[config.mk]
export PLATFORM = sky130hd
export DESIGN_NAME = fm_quadrature_nco_flat
export DESIGN_NICKNAME = d
export VERILOG_FILES = /design/src/sv/fmq_pkg.sv /design/src/sv/fmq_if.sv /design/src/sv/fmq_sine_fold.sv /design/src/sv/fm_quadrature_nco.sv /design/src/flat_wrapper.sv
export VERILOG_INCLUDE_DIRS = /design/src /design/src/sv
export SDC_FILE = /design/constraint.sdc
export NUM_CORES = 2
export LEC_CHECK = 0
export BUFFER_PORTS_ARGS = -buffer_cell sky130_fd_sc_hd__buf_2
export CAP_MARGIN = 20
export CORE_AREA = 2 2 265 267
export CTS_CLUSTER_SIZE = 30
export DETAILED_ROUTE_END_ITERATION = 10
export DIE_AREA = 0 0 267 269
export MAX_ROUTING_LAYER = met4
export PLACE_DENSITY = 0.7
export SLEW_MARGIN = 10
export SYNTH_ARGS = -nofsm -noshare
export SYNTH_HDL_FRONTEND = slang
export SYNTH_SLANG_ARGS = --single-unit
[constraint.sdc]
create_clock -name clk -period 8.5 [get_ports clk]
set_input_delay 0.85 -clock clk [delete_from_list [all_inputs] [get_ports clk]]
set_output_delay 0.85 -clock clk [all_outputs]
set_load 0.1 [all_outputs]
[src/sv/fm_quadrature_nco_macros.svh]
// Assertion macros for the oscillator RTL.
// Expects clk and arst_n in the scope of the module that uses them.
`ifndef FM_QUADRATURE_NCO_MACROS_SVH
`define FM_QUADRATURE_NCO_MACROS_SVH

// Consequent must hold in the same cycle as the antecedent.
`define FMQ_ASSERT_NOW(label, ante, cons) \
	label: assert property (@(posedge clk) disable iff (!arst_n) (ante) |-> (cons)) \
		else $error("fmq assertion failed");

// Consequent must hold in the cycle after the antecedent.
`define FMQ_ASSERT_NEXT(label, ante, cons) \
	label: assert property (@(posedge clk) disable iff (!arst_n) (ante) |=> (cons)) \
		else $error("fmq assertion failed");

`endif

[src/sv/fmq_pkg.sv]
// Types, constants and the sine table generator for the quadrature NCO.
// No dependencies.
`timescale 1ns / 1ps

package fmq_pkg;

	localparam int unsigned CFG_INDEX_BITS = 1;
	localparam int unsigned CFG_DATA_BITS  = 32;
	localparam int unsigned STEP_BITS      = 32;
	localparam int unsigned AMP_BITS       = 16;
	localparam int unsigned OFFSET_BITS    = 32;
	localparam logic [AMP_BITS-1:0] AMP_RESET = 16'hFFFF;
	localparam int unsigned AMP_ROUND      = 32768;

	// pi in Q30 and one in Q30
	localparam logic [63:0] PI_Q30  = 64'd3373259426;
	localparam logic [63:0] ONE_Q30 = 64'd1 << 30;

	typedef enum logic [CFG_INDEX_BITS-1:0] {
		REG_PHASE_STEP = 1'b0,
		REG_AMPLITUDE  = 1'b1
	} cfg_reg_t;

	typedef enum logic [1:0] {
		QUAD_I   = 2'd0,
		QUAD_II  = 2'd1,
		QUAD_III = 2'd2,
		QUAD_IV  = 2'd3
	} quad_t;

	// Quarter-wave table entry: round(FS * sin((2i+1)*pi/(4N))), FS = 2^(sbits-1)-1.
	// Sine by a Taylor series in Q30; evaluated at elaboration only.
	function automatic logic [63:0] sine_entry(input int unsigned idx,
	                                           input int unsigned tbits,
	                                           input int unsigned sbits);
		logic [63:0]        x;
		logic [63:0]        x2;
		logic [63:0]        term;
		logic [63:0]        fs;
		logic [63:0]        v;
		logic signed [63:0] sum;
		fs   = (64'd1 << (sbits - 1)) - 64'd1;
		x    = (64'(2 * idx + 1) * PI_Q30) >> (tbits + 2);
		x2   = (x * x) >> 30;
		term = x;
		sum  = $signed(x);
		for (int k = 1; k <= 9; k++) begin
			term = ((term * x2) >> 30) / 64'((2 * k) * (2 * k + 1));
			if ((k % 2) == 1) begin
				sum = sum - $signed(term);
			end else begin
				sum = sum + $signed(term);
			end
		end
		if (sum < 0) begin
			sum = 64'sd0;
		end
		if (sum > $signed(ONE_Q30)) begin
			sum = $signed(ONE_Q30);
		end
		v = ($unsigned(sum) * fs + (ONE_Q30 >> 1)) >> 30;
		if (v > fs) begin
			v = fs;
		end
		return v;
	endfunction

endpackage

[src/sv/fmq_if.sv]
// Valid/ready channels of the quadrature NCO: modulation words in, I/Q words out.
// Depends on fmq_pkg.
`timescale 1ns / 1ps

interface fmq_in_if;
	logic                                    valid;
	logic                                    ready;
	logic signed [fmq_pkg::OFFSET_BITS-1:0]  phase_offset;

	modport source (output valid, output phase_offset, input ready);
	modport sink   (input valid, input phase_offset, output ready);
endinterface

interface fmq_out_if #(parameter int unsigned SAMPLE_BITS = 16);
	logic                          valid;
	logic                          ready;
	logic signed [SAMPLE_BITS-1:0] cos_out;
	logic signed [SAMPLE_BITS-1:0] sin_out;

	modport source (output valid, output cos_out, output sin_out, input ready);
	modport sink   (input valid, input cos_out, input sin_out, output ready);
endinterface

[src/sv/fmq_sine_fold.sv]
// Quarter-wave sine table with quadrant folding: phase angle in, sine and cosine out.
// Depends on fmq_pkg (table generator, quadrant codes).
`timescale 1ns / 1ps

module fmq_sine_fold #(
	parameter int unsigned TABLE_INDEX_BITS = 8,
	parameter int unsigned SAMPLE_BITS      = 16
) (
	input  logic        [TABLE_INDEX_BITS+1:0] angle,
	output logic signed [SAMPLE_BITS-1:0]      sin_val,
	output logic signed [SAMPLE_BITS-1:0]      cos_val
);

	localparam int unsigned TBL_LEN = 1 << TABLE_INDEX_BITS;

	logic        [SAMPLE_BITS-1:0]      rom [TBL_LEN];
	logic        [TABLE_INDEX_BITS-1:0] k;
	logic        [TABLE_INDEX_BITS-1:0] kr;
	logic signed [SAMPLE_BITS-1:0]      a;
	logic signed [SAMPLE_BITS-1:0]      b;

	for (genvar i = 0; i < TBL_LEN; i++) begin : g_rom
		assign rom[i] = SAMPLE_BITS'(fmq_pkg::sine_entry(i, TABLE_INDEX_BITS, SAMPLE_BITS));
	end

	// mirror index N-1-k is the complement of k
	assign k  = angle[TABLE_INDEX_BITS-1:0];
	assign kr = ~k;
	assign a  = $signed(rom[k]);
	assign b  = $signed(rom[kr]);

	always_comb begin
		case (fmq_pkg::quad_t'(angle[TABLE_INDEX_BITS+1:TABLE_INDEX_BITS]))
			fmq_pkg::QUAD_I: begin
				sin_val = a;
				cos_val = b;
			end
			fmq_pkg::QUAD_II: begin
				sin_val = b;
				cos_val = -a;
			end
			fmq_pkg::QUAD_III: begin
				sin_val = -a;
				cos_val = -b;
			end
			default: begin
				sin_val = -b;
				cos_val = a;
			end
		endcase
	end

endmodule

[src/sv/fm_quadrature_nco.sv]
// Top level of the quadrature NCO / FM modulator.
// Depends on fmq_pkg, fmq_if (channels), fmq_sine_fold and the assertion macro header.
`timescale 1ns / 1ps

`include "fm_quadrature_nco_macros.svh"

// Quadrature NCO used as an FM modulator. Each word on din is a signed phase
// offset (2^32 per turn); for each one the block returns one word on dout
// holding amplitude*cos and amplitude*sin of (accumulator + offset) in Q1.15,
// then advances the accumulator by offset + phase_step. The block takes one
// word per clock and returns one per clock; each word reaches dout through
// three register stages: phase add, table lookup with quadrant fold,
// amplitude multiply with round-to-nearest. The three stages move together
// and stop only while a finished word waits on dout; din.ready is low only
// then. Write phase_step (index 0) and amplitude (index 1, reset full scale)
// on the cfg port while no words are in flight; index width is one bit.
module fm_quadrature_nco #(
	parameter int unsigned PHASE_BITS       = 32,
	parameter int unsigned TABLE_INDEX_BITS = 8,
	parameter int unsigned SAMPLE_BITS      = 16
) (
	input  logic                                clk,
	input  logic                                arst_n,
	input  logic                                cfg_we,
	input  logic [fmq_pkg::CFG_INDEX_BITS-1:0]  cfg_index,
	input  logic [fmq_pkg::CFG_DATA_BITS-1:0]   cfg_data,
	fmq_in_if.sink                              din,
	fmq_out_if.source                           dout
);

	localparam int unsigned ANGLE_BITS = TABLE_INDEX_BITS + 2;
	localparam int unsigned PROD_BITS  = SAMPLE_BITS + fmq_pkg::AMP_BITS + 1;
	localparam logic signed [PROD_BITS-1:0] ROUND_HALF = PROD_BITS'(fmq_pkg::AMP_ROUND);

	// configuration
	logic [fmq_pkg::STEP_BITS-1:0] phase_step_q;
	logic [fmq_pkg::AMP_BITS-1:0]  amplitude_q;

	// accumulator and handshake
	logic [PHASE_BITS-1:0] acc_q;
	logic [PHASE_BITS-1:0] off_ext;
	logic [PHASE_BITS-1:0] ph_sum;
	logic [PHASE_BITS-1:0] acc_next;
	logic                  advance;
	logic                  accept;

	// stage 1: phase angle
	logic                  valid_s1;
	logic [ANGLE_BITS-1:0] angle_s1;

	// stage 2: folded sine and cosine
	logic signed [SAMPLE_BITS-1:0] sin_fold;
	logic signed [SAMPLE_BITS-1:0] cos_fold;
	logic                          valid_s2;
	logic signed [SAMPLE_BITS-1:0] sin_s2;
	logic signed [SAMPLE_BITS-1:0] cos_s2;

	// output register
	logic signed [PROD_BITS-1:0]   amp_x;
	logic signed [PROD_BITS-1:0]   cos_prod;
	logic signed [PROD_BITS-1:0]   sin_prod;
	logic                          out_valid_q;
	logic signed [SAMPLE_BITS-1:0] cos_q;
	logic signed [SAMPLE_BITS-1:0] sin_q;

	// Configuration writes; bits above a register's width drop.
	always_ff @(posedge clk or negedge arst_n) begin
		if (!arst_n) begin
			phase_step_q <= '0;
			amplitude_q  <= fmq_pkg::AMP_RESET;
		end else if (cfg_we) begin
			unique case (fmq_pkg::cfg_reg_t'(cfg_index))
				fmq_pkg::REG_PHASE_STEP: phase_step_q <= cfg_data[fmq_pkg::STEP_BITS-1:0];
				fmq_pkg::REG_AMPLITUDE:  amplitude_q  <= cfg_data[fmq_pkg::AMP_BITS-1:0];
				default: ;
			endcase
		end
	end

	// All stages advance together; stall only while the output word is not taken.
	assign advance   = !out_valid_q || dout.ready;
	assign din.ready = advance;
	assign accept    = din.valid && advance;

	// Sign-extend (or wrap) the offset to the accumulator width; sums wrap mod one turn.
	assign off_ext  = PHASE_BITS'(din.phase_offset);
	assign ph_sum   = acc_q + off_ext;
	assign acc_next = ph_sum + PHASE_BITS'(phase_step_q);

	always_ff @(posedge clk or negedge arst_n) begin
		if (!arst_n) begin
			acc_q       <= '0;
			valid_s1    <= 1'b0;
			valid_s2    <= 1'b0;
			out_valid_q <= 1'b0;
		end else begin
			if (accept) begin
				acc_q <= acc_next;
			end
			if (advance) begin
				valid_s1    <= accept;
				valid_s2    <= valid_s1;
				out_valid_q <= valid_s2;
			end
		end
	end

	// Only the top bits address the table: quadrant plus index, truncated.
	always_ff @(posedge clk) begin
		if (advance) begin
			angle_s1 <= ph_sum[PHASE_BITS-1 -: ANGLE_BITS];
			sin_s2   <= sin_fold;
			cos_s2   <= cos_fold;
			cos_q    <= cos_prod[SAMPLE_BITS+fmq_pkg::AMP_BITS-1:fmq_pkg::AMP_BITS];
			sin_q    <= sin_prod[SAMPLE_BITS+fmq_pkg::AMP_BITS-1:fmq_pkg::AMP_BITS];
		end
	end

	fmq_sine_fold #(
		.TABLE_INDEX_BITS (TABLE_INDEX_BITS),
		.SAMPLE_BITS      (SAMPLE_BITS)
	) u_fold (
		.angle   (angle_s1),
		.sin_val (sin_fold),
		.cos_val (cos_fold)
	);

	// Scale by unsigned Q0.16 amplitude, add half an LSB, keep the floor.
	// The magnitude never exceeds full scale, so no saturation.
	assign amp_x    = $signed(PROD_BITS'(amplitude_q));
	assign cos_prod = PROD_BITS'(cos_s2) * amp_x + ROUND_HALF;
	assign sin_prod = PROD_BITS'(sin_s2) * amp_x + ROUND_HALF;

	assign dout.valid   = out_valid_q;
	assign dout.cos_out = cos_q;
	assign dout.sin_out = sin_q;

	`FMQ_ASSERT_NEXT(a_acc_advance, accept, acc_q == $past(acc_next))
	`FMQ_ASSERT_NEXT(a_acc_hold, !accept, $stable(acc_q))
	`FMQ_ASSERT_NEXT(a_s2_reaches_out, valid_s2 && advance, dout.valid)
	`FMQ_ASSERT_NOW(a_ready_when_out_free, !dout.valid, din.ready)

endmodule

[src/flat_wrapper.sv]
// flat-port wrapper written by rule: the top's interface ports become plain ports
module fm_quadrature_nco_flat 
#(
	parameter int unsigned PHASE_BITS       = 32,
	parameter int unsigned TABLE_INDEX_BITS = 8,
	parameter int unsigned SAMPLE_BITS      = 16
)
  (clk, arst_n, cfg_we, cfg_index, cfg_data, din_valid, din_phase_offset, din_ready, dout_valid, dout_cos_out, dout_sin_out, dout_ready);
  fmq_in_if din_i ();
  fmq_out_if #(.SAMPLE_BITS(SAMPLE_BITS)) dout_i ();
  input  logic clk;
  input  logic arst_n;
  input  logic cfg_we;
  input  logic [fmq_pkg::CFG_INDEX_BITS-1:0] cfg_index;
  input  logic [fmq_pkg::CFG_DATA_BITS-1:0] cfg_data;
  input wire logic [$bits(din_i.valid)-1:0] din_valid;
  input wire logic [$bits(din_i.phase_offset)-1:0] din_phase_offset;
  output wire logic [$bits(din_i.ready)-1:0] din_ready;
  output wire logic [$bits(dout_i.valid)-1:0] dout_valid;
  output wire logic [$bits(dout_i.cos_out)-1:0] dout_cos_out;
  output wire logic [$bits(dout_i.sin_out)-1:0] dout_sin_out;
  input wire logic [$bits(dout_i.ready)-1:0] dout_ready;
  assign din_i.valid = din_valid;
  assign din_i.phase_offset = din_phase_offset;
  assign din_ready = din_i.ready;
  assign dout_valid = dout_i.valid;
  assign dout_cos_out = dout_i.cos_out;
  assign dout_sin_out = dout_i.sin_out;
  assign dout_i.ready = dout_ready;
  fm_quadrature_nco #(.PHASE_BITS(PHASE_BITS), .TABLE_INDEX_BITS(TABLE_INDEX_BITS), .SAMPLE_BITS(SAMPLE_BITS)) u_core (.clk(clk), .arst_n(arst_n), .cfg_we(cfg_we), .cfg_index(cfg_index), .cfg_data(cfg_data), .din(din_i), .dout(dout_i));
endmodule
==> reports/summary.txt <==
Area of the mapped netlist = 34100 um^2
Root Buffer = clkbuf_16
Syn nets = 4748
FILL cells = 6493
Clock sinks = 157
Num ports = 104
Status = completed
Reg2reg start = u_core.amplitude_q[9]
Post-synth EDFFs = 74
Worst Path Buf+Inv = 6
Total global routing overflow = 0
Post-CTS Hold Fix Bufs = 0
DRC = 0
Critical-path top delay cell = dfstp_2
Core ar. = 69300 um^2
Post-synth top area cell = fa_1
Vias in the first global route = 29700
Synth warn = 0
Post-CTS Setup Bufs = 0
Final Max Tran Viols = 0
Fmax = 133 MHz
H-tree depth = 4
Fin Setup TNS = 0 ps
Commonest non-fill, non-tap cell in the layout = inv_1
CP required = 8720 ps
Largest net degree at the start of global routing = 205
Critical path class = flop to flop
Final hold violations = 0
DIE WIDTH = 267 um
Critical path launch point type = flop
Area Growth Syn to Fin = 4.65%
CTS tree = yes
Worst-path clk slew = 80 ps
# setup viols final = 0
Critical Path Fanout Max = 33
Starting Density = 0.492
Clock Tree Buf Depth = 2
Share of layout cells above drive strength 1 = 0.0937
Top Family by Delay on Critical Path = adder cells
Worst path cell trace = and2_1 > fa_1 > inv_1 > fa_1 > fa_1 > inv_1 > fa_1 > fa_1 > inv_1 > fa_1 > inv_1 > ha_1 > a211oi_1 > nand2_1 > a2111oi_0 > a211oi_1 > a211oi_1 > o31ai_1 > buf_4 > a41oi_1 > inv_1 > a31o_2 > xor2_1
Tmin final = 7500 ps
Drt first pass iters = 8
Multiplexer share of the synthesized area = 0.0482
Fraction of registers with async set/reset = 0.529
Final worst slack = 995 ps
Clock Latency Late Sink = 470 ps
Compound-cell area share of the yosys netlist = 0.173
Post-DP HPWL = 86.7 mm
Main synth FF type = edfxtp_1
Post-synth cell types = 107
Most frequent cells in the layout = inv_1, nand2_1, fa_1
DIE AREA = 71800 um^2
Slowest cell delay on critical path = 990 ps
First DRT Iteration DRCs = 3761
CTS resizes = 0
Critical path arrival = 7720 ps
WL final = 118 mm
Top cells by area, synth = fa_1, ha_1, edfxtp_1
Gate Count Post-Synth = 3956
Clock skew = 15.2 ps
RSZ-0062 raised after global routing = false
Worst Setup SP = u_core.amplitude_q[9]
Rel. slew slack = 0.178
CP Capture Type = flop
Type of the most critical hold path = input port to asynchronous set/reset pin
Max Cap Viol = 0
Place WS = 1130 ps
Via count = 30200
Top cell type's share of synthesized area = 0.229
DR vias/cell = 6.25
Cell area after placement = 35100 um^2
Port Buffer Count = 103
Initial antenna violation count = 3
# rows = 97
Antenna Nets Post-Route = 0
Yosys reg bits = 157
Sequential-to-total area share from yosys stat = 0.127
Final Instance Area = 35700 um^2
Worst-margin pin slew = 1230 ps
Synth Area in Simple Gates = 0.181
First-pass GRT wire length = 180 mm
Final worst path period share = 0.883
Gr usage total = 0.341
Mean Syn Cell Area = 8.63 um^2
Die height = 269 um
Cts bufs inserted = 17
Largest family of logic cells by synthesized area = adder cells
Final GP Congestion = 1.07
Xor-xnor portion of the synthesized cell area = 0.0268
Fin nets = 4662
Crit-path most repeated cell = fa_1
WL per Instance = 24.4 um
Post-synthesis adder-cell area fraction = 0.351
## flip-flops by register name (all words and copies together), names as in the netlist
name / flops
u_core.acc_q: 32
u_core.valid_s2: 1
u_core.amplitude_q: 16
u_core.angle_s1: 10
u_core.cos_s2: 16
u_core.dout.sin_out: 16
u_core.phase_step_q: 32
u_core.valid_s1: 1
u_core.dout.cos_out: 16
u_core.sin_s2: 16
u_core.dout.valid: 1
## kinds of logic (layout without fill, tap and decap cells)
logic type | count (synthesis) | count (layout)
buffers and inverters | 786 | 713
multiplexers | 114 | 114
adder cells (fa/ha/maj) | 722 | 722
AO/OA/AOI/OAI | 868 | 868
other | 0 | 3
flip-flops | 157 | 157
AND/OR/NAND/NOR | 1206 | 1206
XOR/XNOR | 103 | 103
## worst paths after layout
check | depth (start not counted) | slack [ps] | to
max | 23 | 1000 | u_core.dout.cos_out[13]
min | 1 | 210 | u_core.acc_q[12]
max reg2reg | 23 | 1000 | u_core.dout.cos_out[13]
min reg2reg | 2 | 490 | u_core.acc_q[8]
max in group asynchronous | 2 | 7070 | u_core.acc_q[31]
min in group clk | 2 | 490 | u_core.acc_q[8]
## worst reg2reg max path, delay by kind of cell, from the launching register on
family	cells	cell delay, ps
xor gates and xnor gates	1	140
buffers and inverters	6	540
adders and majority gates	7	3110
AOI/OAI and AO/OA	7	2100
and+or+nand+nor	2	370
DFF	1	990
## per-stage QoR
stage | util | instances | hold slack [ps]
CTS | 0.515 | 4823 | 202
detailed placement | 0.506 | 4791 | 478
finish | 0.515 | 4826 | 209
global route | 0.515 | 4826 | 213
global placement | 0.506 | 4790 | 468
floorplan | - | 3956 | 430
## synthesized netlist by cell type, drive strengths merged (15+ instances only)
cell	number
inv	514
nand2	396
fa	391
ha	331
and2	258
a21oi	200
o21ai	173
clkbuf	162
nor2	139
buf	108
nor3	86
edfxtp	74
dfrtp	67
nand3	67
xnor2	67
nand2b	66
nor2b	63
mux2	61
a211oi	55
a21o	51
a31oi	49
o211ai	48
xor2	35
mux4	33
and3	29
o311ai	28
o31ai	27
a311oi	26
or3	23
mux2i	20
o21a	18
a211o	16
dfstp	16
o21bai	16
a221oi	15
nand4	15
## layer usage
| layer | vias up | part of all wire | track usage |
|---|---|---|---|
| met2 | 1564 | 0.43 | 0.496 |
| met3 | 310 | 0.11 | 0.0892 |
| met1 | 15000 | 0.42 | 0.454 |
| met4 | 0 | 0.043 | 0.130 |
| li1 | 13300 | - | - |
| met5 | - | 0 | - |
## cell type report
class / count / area, um^2 / share of cell area
Antenna cell: 3 / 7.51 / 0.000210
Inverter: 516 / 1940 / 0.0542
Clock buffer: 17 / 425 / 0.0119
Sequential cell: 157 / 4320 / 0.121
Timing Repair Buffer: 165 / 1020 / 0.0285
Clock inverter: 15 / 185 / 0.00519
Tap cell: 940 / 1180 / 0.0329
Multi-Input combinational cell: 3013 / 26600 / 0.746
Power is not shown: default switching activity piles up to over one toggle a cycle in this logic, so the estimate is an artifact.
